## src/rtl/frs_pkg.sv

```systemverilog
`timescale 1ns / 1ps
// Shared constants for the fraction sum reducer.
package frs_pkg;

  // Default widths of an input fraction field and of the accumulators
  localparam int INPUT_WIDTH_DEF = 16;
  localparam int ACC_WIDTH_DEF   = 64;

  // Widest accumulator slice fed to one multiplier in a cycle
  localparam int CHUNK_MAX = 32;

endpackage

```

## src/rtl/frs_front.sv

```systemverilog
`timescale 1ns / 1ps
// Front end: takes input items, cleans them up and holds them in a two-entry queue.
module frs_front #(
  parameter int INPUT_WIDTH = frs_pkg::INPUT_WIDTH_DEF
) (
  input  logic                   clk,
  input  logic                   rst,
  // upstream queue side
  input  logic                   push,
  output logic                   full,
  input  logic [INPUT_WIDTH-1:0] numerator,
  input  logic [INPUT_WIDTH-1:0] denominator,
  input  logic                   last_item,
  // towards the back end
  output logic                   item_valid,
  input  logic                   item_ready,
  output logic [INPUT_WIDTH-1:0] item_n,
  output logic [INPUT_WIDTH-1:0] item_d,
  output logic                   item_last
);

  logic [INPUT_WIDTH-1:0] q_n    [2];
  logic [INPUT_WIDTH-1:0] q_d    [2];
  logic                   q_last [2];
  logic                   wr_ptr;
  logic                   rd_ptr;
  logic [1:0]             count;
  logic                   do_push;
  logic                   do_pop;
  logic [INPUT_WIDTH-1:0] d_clean;

  assign full       = (count == 2'd2);
  assign item_valid = (count != 2'd0);
  assign do_push    = push && !full;
  assign do_pop     = item_valid && item_ready;

  // a zero denominator counts as one
  assign d_clean = (denominator == '0) ? INPUT_WIDTH'(1) : denominator;

  // head of queue
  assign item_n    = q_n[rd_ptr];
  assign item_d    = q_d[rd_ptr];
  assign item_last = q_last[rd_ptr];

  // storage, no reset needed
  always_ff @(posedge clk) begin
    if (do_push) begin
      q_n[wr_ptr]    <= numerator;
      q_d[wr_ptr]    <= d_clean;
      q_last[wr_ptr] <= last_item;
    end
  end

  // pointers and fill level
  always_ff @(posedge clk) begin
    if (rst) begin
      wr_ptr <= 1'b0;
      rd_ptr <= 1'b0;
      count  <= 2'd0;
    end else begin
      if (do_push) wr_ptr <= ~wr_ptr;
      if (do_pop)  rd_ptr <= ~rd_ptr;
      case ({do_push, do_pop})
        2'b10:   count <= count + 2'd1;
        2'b01:   count <= count - 2'd1;
        default: count <= count;
      endcase
    end
  end

endmodule

```

## config.mk

```make
export PLATFORM = sky130hd
export DESIGN_NAME = frs_front
export DESIGN_NICKNAME = d
export VERILOG_FILES = /design/src/rtl/frs_pkg.sv /design/src/rtl/frs_front.sv
export SDC_FILE = /design/constraint.sdc
export NUM_CORES = 1
export LEC_CHECK = 0
export BUFFER_PORTS_ARGS = -buffer_cell sky130_fd_sc_hd__buf_2
export CORE_MARGIN = 3
export CORE_UTILIZATION = 49
export CTS_BUF_LIST = sky130_fd_sc_hd__clkbuf_8
export DETAILED_ROUTE_END_ITERATION = 16
export PLACE_DENSITY = 0.78
export SLEW_MARGIN = 20
export SYNTH_ARGS = -nofsm -noshare
export SYNTH_HDL_FRONTEND = slang
export SYNTH_SLANG_ARGS = --single-unit
```

## constraint.sdc

```tcl
create_clock -name clk -period 1.91 [get_ports clk]
set_input_delay 0.191 -clock clk [delete_from_list [all_inputs] [get_ports clk]]
set_output_delay 0.191 -clock clk [all_outputs]
set_load 0.005 [all_outputs]
```

==> impl_results.md, run 1 <==
* Worst-path clk slew at about 70 ps
* Multi-input logic area at between 500 and 600 sq um
* Share of layout cells above drive strength 1 at 0.577
* Pin count of the biggest net entering global routing at 20
* Vias per cell at about 5
* Placer Congestion at 0.695
* YS warnings at 0
* Ant. Diodes at 0
* First-pass DRT Iterations at 4
* CTS buffer count at 9
* Initial antenna violation count at 0
* Num Clock Sinks at 71
* Post-route minimum period at ~1700 ps
* Worst skew pair latency at 330 ps
* I/O Pins at a little over 70
* Fmax at ~600 MHz
* Reg2reg start: count[0]
* P&R area growth vs syn at 22.6%
* Die Area at approximately 6400 sq um
* Sequential Area at ~2100 sq um
* Vias in the first global route at 1450
* Async SR Flop Fraction at 0
* Initial DRC count at 48
* Met2 wire length at 2.13 mm
* Max cap viols at 0
* CORE AREA at ~5200 sq um
* Final slew viol count at 0
* CTS HTree Levels at 3
* CP Launch Type: register
* Antenna Nets Post-Route at 0
* Syn_nets at 187
* Met1 Wirelength at between 1.5 and 2 mm
* Fin Clk Skew at approximately 4.2 ps
* Final WS setup at approximately 250 ps
* Setup violations, final at 0
* Clk buf depth at 2
* Post-CTS Setup Bufs at 0
* Critical Path AT at ~1700 ps
* Final #Nets at between 200 and 300
* Grt ovf at 0
* Register bit count reported by yosys at 71
* Fillers at approximately 390
* DR WL met3 at 308 um
* Row Count at 26
* Worst-margin pin slew at about 400 ps
* Pleak at approximately 1.3 nW
* Post-CTS Resized at 0
* Root Driver: clkbuf_8
* Hold_sp: numerator[5]
* Slew HR at 0.733
* Global-route wire length before repair at 6.69 mm
* Seq/Total Area, Yosys at 0.774
* Worst Path Max Fanout at 16
* CP Data Required Time at roughly 1900 ps
* Top Metal Used: met4
* Die width at between 80 and 90 um
* Commonest non-fill, non-tap cell in the layout: buf_2
* Syn Std Cell Area at approximately 2700 sq um
* IO Port Bufs at 71
* Worst vdd ir at between 700 and 800 uV
* Unrepaired setup endpoints after global routing: no
* Die Ht at between 80 and 90 um
* Routed len/inst at 15.4 um
* Launch point of the worst path: count[0]
* TritonCTS clock tree: done
* Unique masters post-synth at 22
* PD cells at between 1000 and 1500 nW/um^2
* Fin Setup TNS at 0 ps
* Routed WL at 4.51 mm
* Period utilization at 0.867
* Post-route DRC violation count at 0
* Nature of the critical path endpoint: register
* Overall routing resource usage at 0.147
* Initial Util at 0.517
* Hold-fix buffers at CTS at 0
* Top_reg_cell synth: edfxtp_1
* Post-synth EDFFs at 66
* Pre-CTS setup slack at between 200 and 300 ps
* WS Path Type: reg2reg
* Syn Area/Cell at 18.0 sq um
* Hpwl dp at approximately 3 mm
* Status: finished clean
* Via count at roughly 1400
* Post-Synthesis Cells at around 150
* Most frequent cells in the layout: buf_2, edfxtp_1, mux2_2
* Final Power at about 4.2 mW
* Final hold vios at 0
* HP Class: in2reg
[where the power goes]
group / internal, mW / switching (mW) / leakage (nW)
Sequential: 1.97 / 0.0723 / 0.659
Combinational: 0.588 / 0.515 / 0.506
Clock: 0.579 / 0.493 / 0.0937
Total: 3.14 / 1.08 / 1.26
[worst max-delay path: stages, from the launching register on]
cell and delay (ps):
dfxtp_1 400, nand2b_2 170, inv_2 40, or3_1 360, clkinvlp_4 120, buf_4 240
[metal layers]
metal | GRT usage | up-vias
met4 | 0.0912 | 0
li1 | - | 685
met2 | 0.232 | 55
met1 | 0.176 | 681
met5 | 0 | -
met3 | 0.0426 | 10
[cell type report]
type | count | share of cell area
sequential | 71 | 0.632
clock buffer | 9 | 0.0376
multi-input combinational | 56 | 0.158
timing repair buffer | 77 | 0.125
tap | 70 | 0.0266
clock inverter | 6 | 0.0159
inverter | 3 | 0.00456
[synthesized netlist by cell type (2+ instances only)]
| cell | number | area (sq um) |
|---|---|---|
| edfxtp_1 | 66 | 1980 |
| mux2_2 | 33 | 372 |
| clkbuf_1 | 16 | 60.1 |
| dfxtp_1 | 5 | 100 |
| buf_2 | 3 | 15.0 |
| nor2_1 | 3 | 11.3 |
| nor4_1 | 3 | 18.8 |
| a21oi_1 | 2 | 10.0 |
| inv_1 | 2 | 7.51 |
| o21ai_0 | 2 | 10.0 |
| or3_1 | 2 | 12.5 |
| xnor2_1 | 2 | 17.5 |
[state kept, by name, summed over array words and instances, names as in the netlist, named ones only]
register / count
count: 2
q_d: 32
q_last: 2
rd_ptr: 1
wr_ptr: 1
q_n: 32
[metrics by stage]
| stage | std cells | hold slack (ps) | instance area, sq um | utilization |
|---|---|---|---|---|
| 2_1_floorplan | 149 | 260 | 2690 | - |
| 3_3_place_gp | 277 | 385 | 3120 | 0.599 |
| 3_5_place_dp | 277 | 385 | 3120 | 0.599 |
| 4_1_cts | 292 | 28.2 | 3300 | 0.633 |
| 5_1_grt | 292 | 31.5 | 3300 | 0.633 |
| 6_report | 292 | 45.8 | 3300 | 0.633 |
[cell families (layout without fill, tap and decap cells)]
group                      count (synthesis)  count (layout)  share of synthesized area
DFF                                       71              71                      0.774
xor gates and xnor gates                   3               3                    0.00977
AOI/OAI and AO/OA                          6               6                     0.0140
and+or+nand+nor                           13              13                     0.0270
adders and majority gates                  1               1                    0.00465
buffers and inverters                     22              95                     0.0321
muxes                                     33              33                      0.138
[worst paths after layout]
kind                            cells past startpoint    endpoint  slack, ps
worst min register to register                      2      wr_ptr        510
worst max register to register                      5  q_n[0][11]        250
worst min-delay path                                1   q_n[0][5]         50
worst max-delay path                                5  q_n[0][11]        250
Note: power is estimated with default switching activity, not from simulation.
==> run 2, diff against run 1 <==
--- a/config.mk
+++ b/config.mk
@@ -7,11 +7,12 @@
 export LEC_CHECK = 0
 export BUFFER_PORTS_ARGS = -buffer_cell sky130_fd_sc_hd__buf_2
 export CORE_MARGIN = 3
-export CORE_UTILIZATION = 49
+export CORE_UTILIZATION = 54
 export CTS_BUF_LIST = sky130_fd_sc_hd__clkbuf_8
 export DETAILED_ROUTE_END_ITERATION = 16
-export PLACE_DENSITY = 0.78
+export PLACE_DENSITY = 0.82
 export SLEW_MARGIN = 20
 export SYNTH_ARGS = -nofsm -noshare
 export SYNTH_HDL_FRONTEND = slang
 export SYNTH_SLANG_ARGS = --single-unit
+export TNS_END_PERCENT = 50
==> constraint.sdc (replaced) <==
create_clock -name clk -period 1.7 [get_ports clk]
set_input_delay 0.17 -clock clk [delete_from_list [all_inputs] [get_ports clk]]
set_output_delay 0.17 -clock clk [all_outputs]
set_load 0.005 [all_outputs]
==> impl_results.md, run 2 (synthesis gave the netlist of run 1 again) <==
* Initial DRC count at 52 (+8.3%)
* Nature of the critical path endpoint: register
* Die Area at 5860 sq um (-8.6%)
* Ant. Diodes at 0 (unchanged)
* Root Driver: clkbuf_8
* WS Path Type: reg2reg
* Row Count at 25 (-3.8%)
* Worst vdd ir at 925 uV (+21%)
* Final #Nets at 256 (unchanged)
* Critical Path AT at 1640 ps (-40 ps)
* CP Data Required Time at 1720 ps (-210 ps)
* CTS HTree Levels at 3 (unchanged)
* CP Launch Type: register
* Share of layout cells above drive strength 1 at 0.570 (-0.00707)
* Die width at 76.6 um (-4.4%)
* Crit path largest cell delay at 410 ps (about the same)
* Overall routing resource usage at 0.161 (+0.0140)
* Post-CTS Resized at 0 (unchanged)
* Via count at 1454 (+1.6%)
* Hpwl dp at 2.95 mm (-4.6%)
* IO Port Bufs at 71 (unchanged)
* Final core occ at 0.703 (+0.0702)
* Pleak at 1.29 nW (+2.4%)
* Global-route wire length before repair at 7.13 mm (+6.7%)
* Final hold vios at 0 (unchanged)
* Initial Util at 0.566 (+0.0489)
* Fin Clk Skew at 5.95 ps (+1.71 ps)
* Max cap viols at 0 (unchanged)
* Hold-fix buffers at CTS at 0 (unchanged)
* Clk buf depth at 2 (unchanged)
* Post-route DRC violation count at 0 (unchanged)
* Grt ovf at 0 (unchanged)
* CORE AREA at 4750 sq um (-8.7%)
* PD cells at 1470 nW/um^2 (+15%)
* Die Ht at 76.6 um (-4.4%)
* Min Hold Slack at 28.8 ps (-17.0 ps)
* CTS buffer count at 9 (unchanged)
* Worst skew pair latency at 320 ps (about the same)
* Vias in the first global route at 1565 (+7.9%)
* Post-CTS Setup Bufs at 0 (unchanged)
* First-pass DRT Iterations at 3 (-1)
* Most frequent cells in the layout: buf_2, edfxtp_1, mux2_2
* I/O Pins at 72 (unchanged)
* TritonCTS clock tree: done
* Largest registers: q_d x32, q_n x32
* Worst path slowest cell: dfxtp_1
* Worst-margin pin slew at 366 ps (-31.4 ps)
* Period utilization at 0.952 (+0.0841)
* Antenna Nets Post-Route at 0 (unchanged)
* Status: finished clean
* Setup violations, final at 0 (unchanged)
* Vias per cell at 5.01 (+2.3%)
* Placer Congestion at 0.757 (+8.9%)
* Fin Setup TNS at 0 ps (unchanged)
* Fmax at 618 MHz (+2.4%)
* HP Class: in2reg
* Routed len/inst at 14.8 um (-4.2%)
* Worst-path clk slew at 70 ps (about the same)
* Num Clock Sinks at 71 (unchanged)
* Unrepaired setup endpoints after global routing: no
* Routed WL at 4.29 mm (-4.9%)
* Crit-path cells: nand2b_2, inv_2, or3_1, clkinvlp_4, buf_12
* Pin count of the biggest net entering global routing at 28 (+40%)
* Initial antenna violation count at 0 (unchanged)
* Commonest non-fill, non-tap cell in the layout: buf_2
* P&R area growth vs syn at 24.4%
* Slew HR at 0.754 (+0.0211)
* Final slew viol count at 0 (unchanged)
* Post-route minimum period at 1620 ps (-39.1 ps)
* Worst Path Max Fanout at 27 (+11)
-- run 2: changes by cell type in the layout (fill, tap and decap cells not counted) --
| cell | before | now |
|---|---|---|
| clkinv_2 | 3 | 2 |
| buf_4 | 5 | 3 |
| buf_12 | 1 | 3 |
| and3_2 | 1 | 0 |
| bufinv_16 | 1 | 2 |
| clkinv_1 | 2 | 0 |
| inv_1 | 1 | 4 |
| and3_1 | 0 | 1 |
-- run 2: stage by stage --
stage          worst slack, ps  area, sq um  power (mW)  instances
2_1_floorplan            -94.3         2690        3.07        149
3_3_place_gp               154         3140        3.59        274
3_5_place_dp              93.9         3140        3.63        274
4_1_cts                   76.3         3340        4.99        290
5_1_grt                   26.1         3340        5.19        290
6_report                  82.3         3340        4.92        290
-- run 2: worst max-delay path: cells and delay by family, from the launching register on --
family	cells	cell delay, ps
and+or+nand+nor	2	540
DFF	1	410
buffers and inverters	3	340
-- run 2: final cells by class --
type | count | area [sq um]
Fill cell | 343 | 1410
Inverter | 3 | 15.0
Tap cell | 67 | 83.8
Clock buffer | 9 | 124
Timing Repair Buffer | 77 | 438
Clock inverter | 7 | 81.3
Sequential cell | 71 | 2080
Multi-Input combinational cell | 56 | 520
-- run 2: path summary, 6_finish.rpt --
| kind | startpoint | endpoint | slack [ps] | cells past startpoint |
|---|---|---|---|---|
| worst max-delay path | count[0] | q_n[0][5] | 80 | 5 |
| worst min-delay path | numerator[1] | q_n[0][1] | 30 | 1 |
| worst max register to register | count[0] | q_n[0][5] | 80 | 5 |
| worst min register to register | wr_ptr | wr_ptr | 510 | 2 |
-- run 2: per-layer routing --
| metal | routed length, um | vias to the layer above | global-route usage |
|---|---|---|---|
| met5 | 0 | - | 0 |
| met4 | 95 | 0 | 0.0942 |
| met1 | 1740 | 709 | 0.174 |
| met2 | 2190 | 45 | 0.273 |
| met3 | 265 | 11 | 0.0532 |
| li1 | - | 689 | - |
-- run 2: where the power goes --
part / leakage, nW / total (mW) / internal, mW / switching [mW]
Combinational: 0.513 / 1.27 / 0.692 / 0.575
Sequential: 0.659 / 2.30 / 2.21 / 0.0874
Clock: 0.117 / 1.36 / 0.805 / 0.553
Total: 1.29 / 4.92 / 3.71 / 1.21
==> run 3, diff against run 2 <==
--- a/config.mk
+++ b/config.mk
@@ -5,9 +5,10 @@
 export SDC_FILE = /design/constraint.sdc
 export NUM_CORES = 1
 export LEC_CHECK = 0
+export ABC_AREA = 1
 export BUFFER_PORTS_ARGS = -buffer_cell sky130_fd_sc_hd__buf_2
 export CORE_MARGIN = 3
-export CORE_UTILIZATION = 54
+export CORE_UTILIZATION = 55
 export CTS_BUF_LIST = sky130_fd_sc_hd__clkbuf_8
 export DETAILED_ROUTE_END_ITERATION = 16
 export PLACE_DENSITY = 0.82
==> impl_results.md, run 3 <==
* Die Area at 6190 sq um (+5.6%)
* Top_reg_cell synth: edfxtp_1
* Worst R2R Path Depth at 9 (+4)
* Overall routing resource usage at 0.155 (-0.00588)
* Reg2reg start: count[0]
* Final instance area at 3460 sq um (+3.6%)
* Syn Area/Cell at 16.6 sq um (-8.0%)
* Largest registers: q_d x32, q_n x32
* Initial antenna violation count at 0 (unchanged)
* Status: finished clean
* Min Hold Slack at 26.1 ps (-2.71 ps)
* Worst-path clk slew at 70 ps (about the same)
* Met2 Use GR at 0.251 (-0.0220)
* Synth top area cells: edfxtp_1, mux2_4, dfxtp_1
* TritonCTS clock tree: done
* CP Launch Type: register
* Period utilization at 0.908 (-0.0433)
* Die Ht at 78.7 um (+2.8%)
* Critical Path AT at 1370 ps (-270 ps)
* Row Count at 25 (unchanged)
* Fmax at 648 MHz (+4.8%)
* Antenna Nets Post-Route at 0 (unchanged)
* Initial DRC count at 35 (-33%)
* Num Clock Sinks at 71 (unchanged)
* Final #Nets at 282 (+10%)
* Crit-path leading delay family: buffers and inverters
* CP bufs+invs at 2 (-1)
* Async SR Flop Fraction at 0 (unchanged)
* Post-route DRC violation count at 0 (unchanged)
* WS Path Type: reg2out
* Grt ovf at 0 (unchanged)
* Ant. Diodes at 0 (unchanged)
* Pin count of the biggest net entering global routing at 26 (-7.1%)
* Most frequent cells in the layout: buf_2, edfxtp_1, mux2_4
* Via count at 1514 (+4.1%)
* Met1 Resource Use GR at 0.185 (+0.0111)
* Crit path largest cell delay at 350 ps (-60 ps)
* Slew HR at 0.863 (+0.109)
* CORE AREA at 4910 sq um (+3.3%)
* P&R area growth vs syn at 19.2%
* Share of layout cells above drive strength 1 at 0.510 (-0.0595)
* PD cells at 1220 nW/um^2 (-17%)
* Post-Synthesis Cells at 175 (+17%)
* CP Data Required Time at 1530 ps (-190 ps)
* Post-CTS Setup Bufs at 0 (unchanged)
* Max cap viols at 0 (unchanged)
* Syn_nets at 213 (+14%)
* Top cells by count, synth: edfxtp_1, mux2_4, nor2_1
* Most frequent cell after synthesis: edfxtp_1
* Hold Path Cell Cnt at 1 (unchanged)
* Vias per cell at 4.79 (-4.4%)
* Clk buf depth at 2 (unchanged)
* HP Class: in2reg
* Post-route minimum period at 1540 ps (-73.6 ps)
* Syn Std Cell Area at 2910 sq um (+8.1%)
* Synth area leader: edfxtp_1
* Gr busiest metal: met2
* Placed Area at 3310 sq um (+5.4%)
* Final slew viol count at 0 (unchanged)
* Unique masters post-synth at 17 (-23%)
* I/O Pins at 72 (unchanged)
* First-pass DRT Iterations at 4 (+1)
* Hold-fix buffers at CTS at 0 (unchanged)
* Commonest non-fill, non-tap cell in the layout: buf_2
* Met3 GRT Util at 0.0329 (-0.0203)
* Hold_sp: numerator[15]
* Global-route wire length before repair at 6.94 mm (-2.7%)
* R2R Path End: count[1]
* Seq/Total Area, Yosys at 0.716 (-0.0580)
* Hpwl dp at 3.12 mm (+5.9%)
* Worst Path Max Fanout at 11 (-59%)
* Worst skew pair latency at 330 ps (about the same)
* Crit-path cells: buf_4, mux2_4, buf_2
* Fin Clk Skew at 4.73 ps (-1.22 ps)
* Top-area cell type share of the netlist area at 0.682 (-0.0552)
* Unrepaired setup endpoints after global routing: no
* Nature of the critical path endpoint: output pin
* Initial Util at 0.592 (+0.0263)
* Setup violations, final at 0 (unchanged)
* Post-synth EDFFs at 66 (unchanged)
* Placer Congestion at 0.729 (-3.7%)
* Hold Crit Endpoint: q_n[1][15]
* Final hold vios at 0 (unchanged)
* Pleak at 1.43 nW (+11%)
* R2r setup slk at 190 ps (+110 ps)
* Vias in the first global route at 1522 (-2.7%)
* IO Port Bufs at 71 (unchanged)
* Post-CTS Resized at 0 (unchanged)
* Worst-margin pin slew at 206 ps (-160 ps)
* Worst path slowest cell: dfxtp_2
* Routed len/inst at 14.1 um (-5.0%)
* Die width at 78.7 um (+2.8%)
* Register bit count reported by yosys at 71 (unchanged)
* CTS HTree Levels at 3 (unchanged)
* Worst vdd ir at 687 uV (-26%)
* Routed WL at 4.44 mm (+3.6%)
* YS warnings at 0 (unchanged)
* CTS buffer count at 9 (unchanged)
* Root Driver: clkbuf_8
-- run 3: changes by cell type after synthesis, sizes merged, moves of 2 or more --
cell   delta
xnor2     -2
or3       -2
nor2     +19
inv       +8
nand2    +13
nor4      -3
-- run 3: logic make-up after synthesis --
| group | Yosys count | synth area share |
|---|---|---|
| multiplexers | 33 | 0.167 |
| AO/OA/AOI/OAI | 3 | 0.00516 |
| flip-flops | 71 | 0.716 |
| AND/OR/NAND/NOR | 37 | 0.0495 |
| adder cells (fa/ha/maj) | 1 | 0.00430 |
| buffers and inverters | 30 | 0.0581 |
-- run 3: worst register-to-register path: stages (launching register included) --
cell,delay [ps]
dfxtp_1,380
nor2_1,80
nor2_1,170
inv_1,120
ha_1,330
inv_1,90
nand2_1,50
nor2_1,80
nor2_1,50
nor2_1,90
-- run 3: worst max path at each step --
stage / startpoint / to / slack [ps] / depth (start not counted)
final: register / item_d[0] / 160 / 3
after floorplan: count[0] / q_d[1][0] / -10 / 4
after detailed placement: count[1] / count[1] / 210 / 10
after CTS: register / item_d[0] / 130 / 3
after global placement: count[0] / count[1] / 320 / 9
after global routing: count[1] / count[1] / 40 / 10
-- run 3: cell type report --
type	instances	area, sq um
Multi-Input combinational cell	74	663
Sequential cell	71	2080
Tap cell	67	83.8
Inverter	11	41.3
Fill cell	324	1450
Timing Repair Buffer	77	438
Clock inverter	7	31.3
Clock buffer	9	124
-- run 3: layer usage --
| layer | wire length, um | vias up |
|---|---|---|
| li1 | - | 746 |
| met1 | 1870 | 707 |
| met2 | 2200 | 52 |
| met3 | 268 | 9 |
| met4 | 103 | 0 |
| met5 | 0 | - |
-- run 3: per-stage QoR --
stage,utilization,cells,power [mW],setup WS (ps),setup TNS (ps)
2_1_floorplan,-,175,2.91,-10.5,-346
3_3_place_gp,0.674,300,3.18,319,0
3_5_place_dp,0.674,300,3.22,212,0
4_1_cts,0.705,316,4.27,129,0
5_1_grt,0.705,316,4.43,44.9,0
6_report,0.705,316,4.22,156,0
-- run 3: report_power, final --
group	switching [mW]	internal [mW]	total, mW
Combinational	0.437	0.531	0.968
Sequential	0.0634	2.14	2.20
Clock	0.547	0.502	1.05
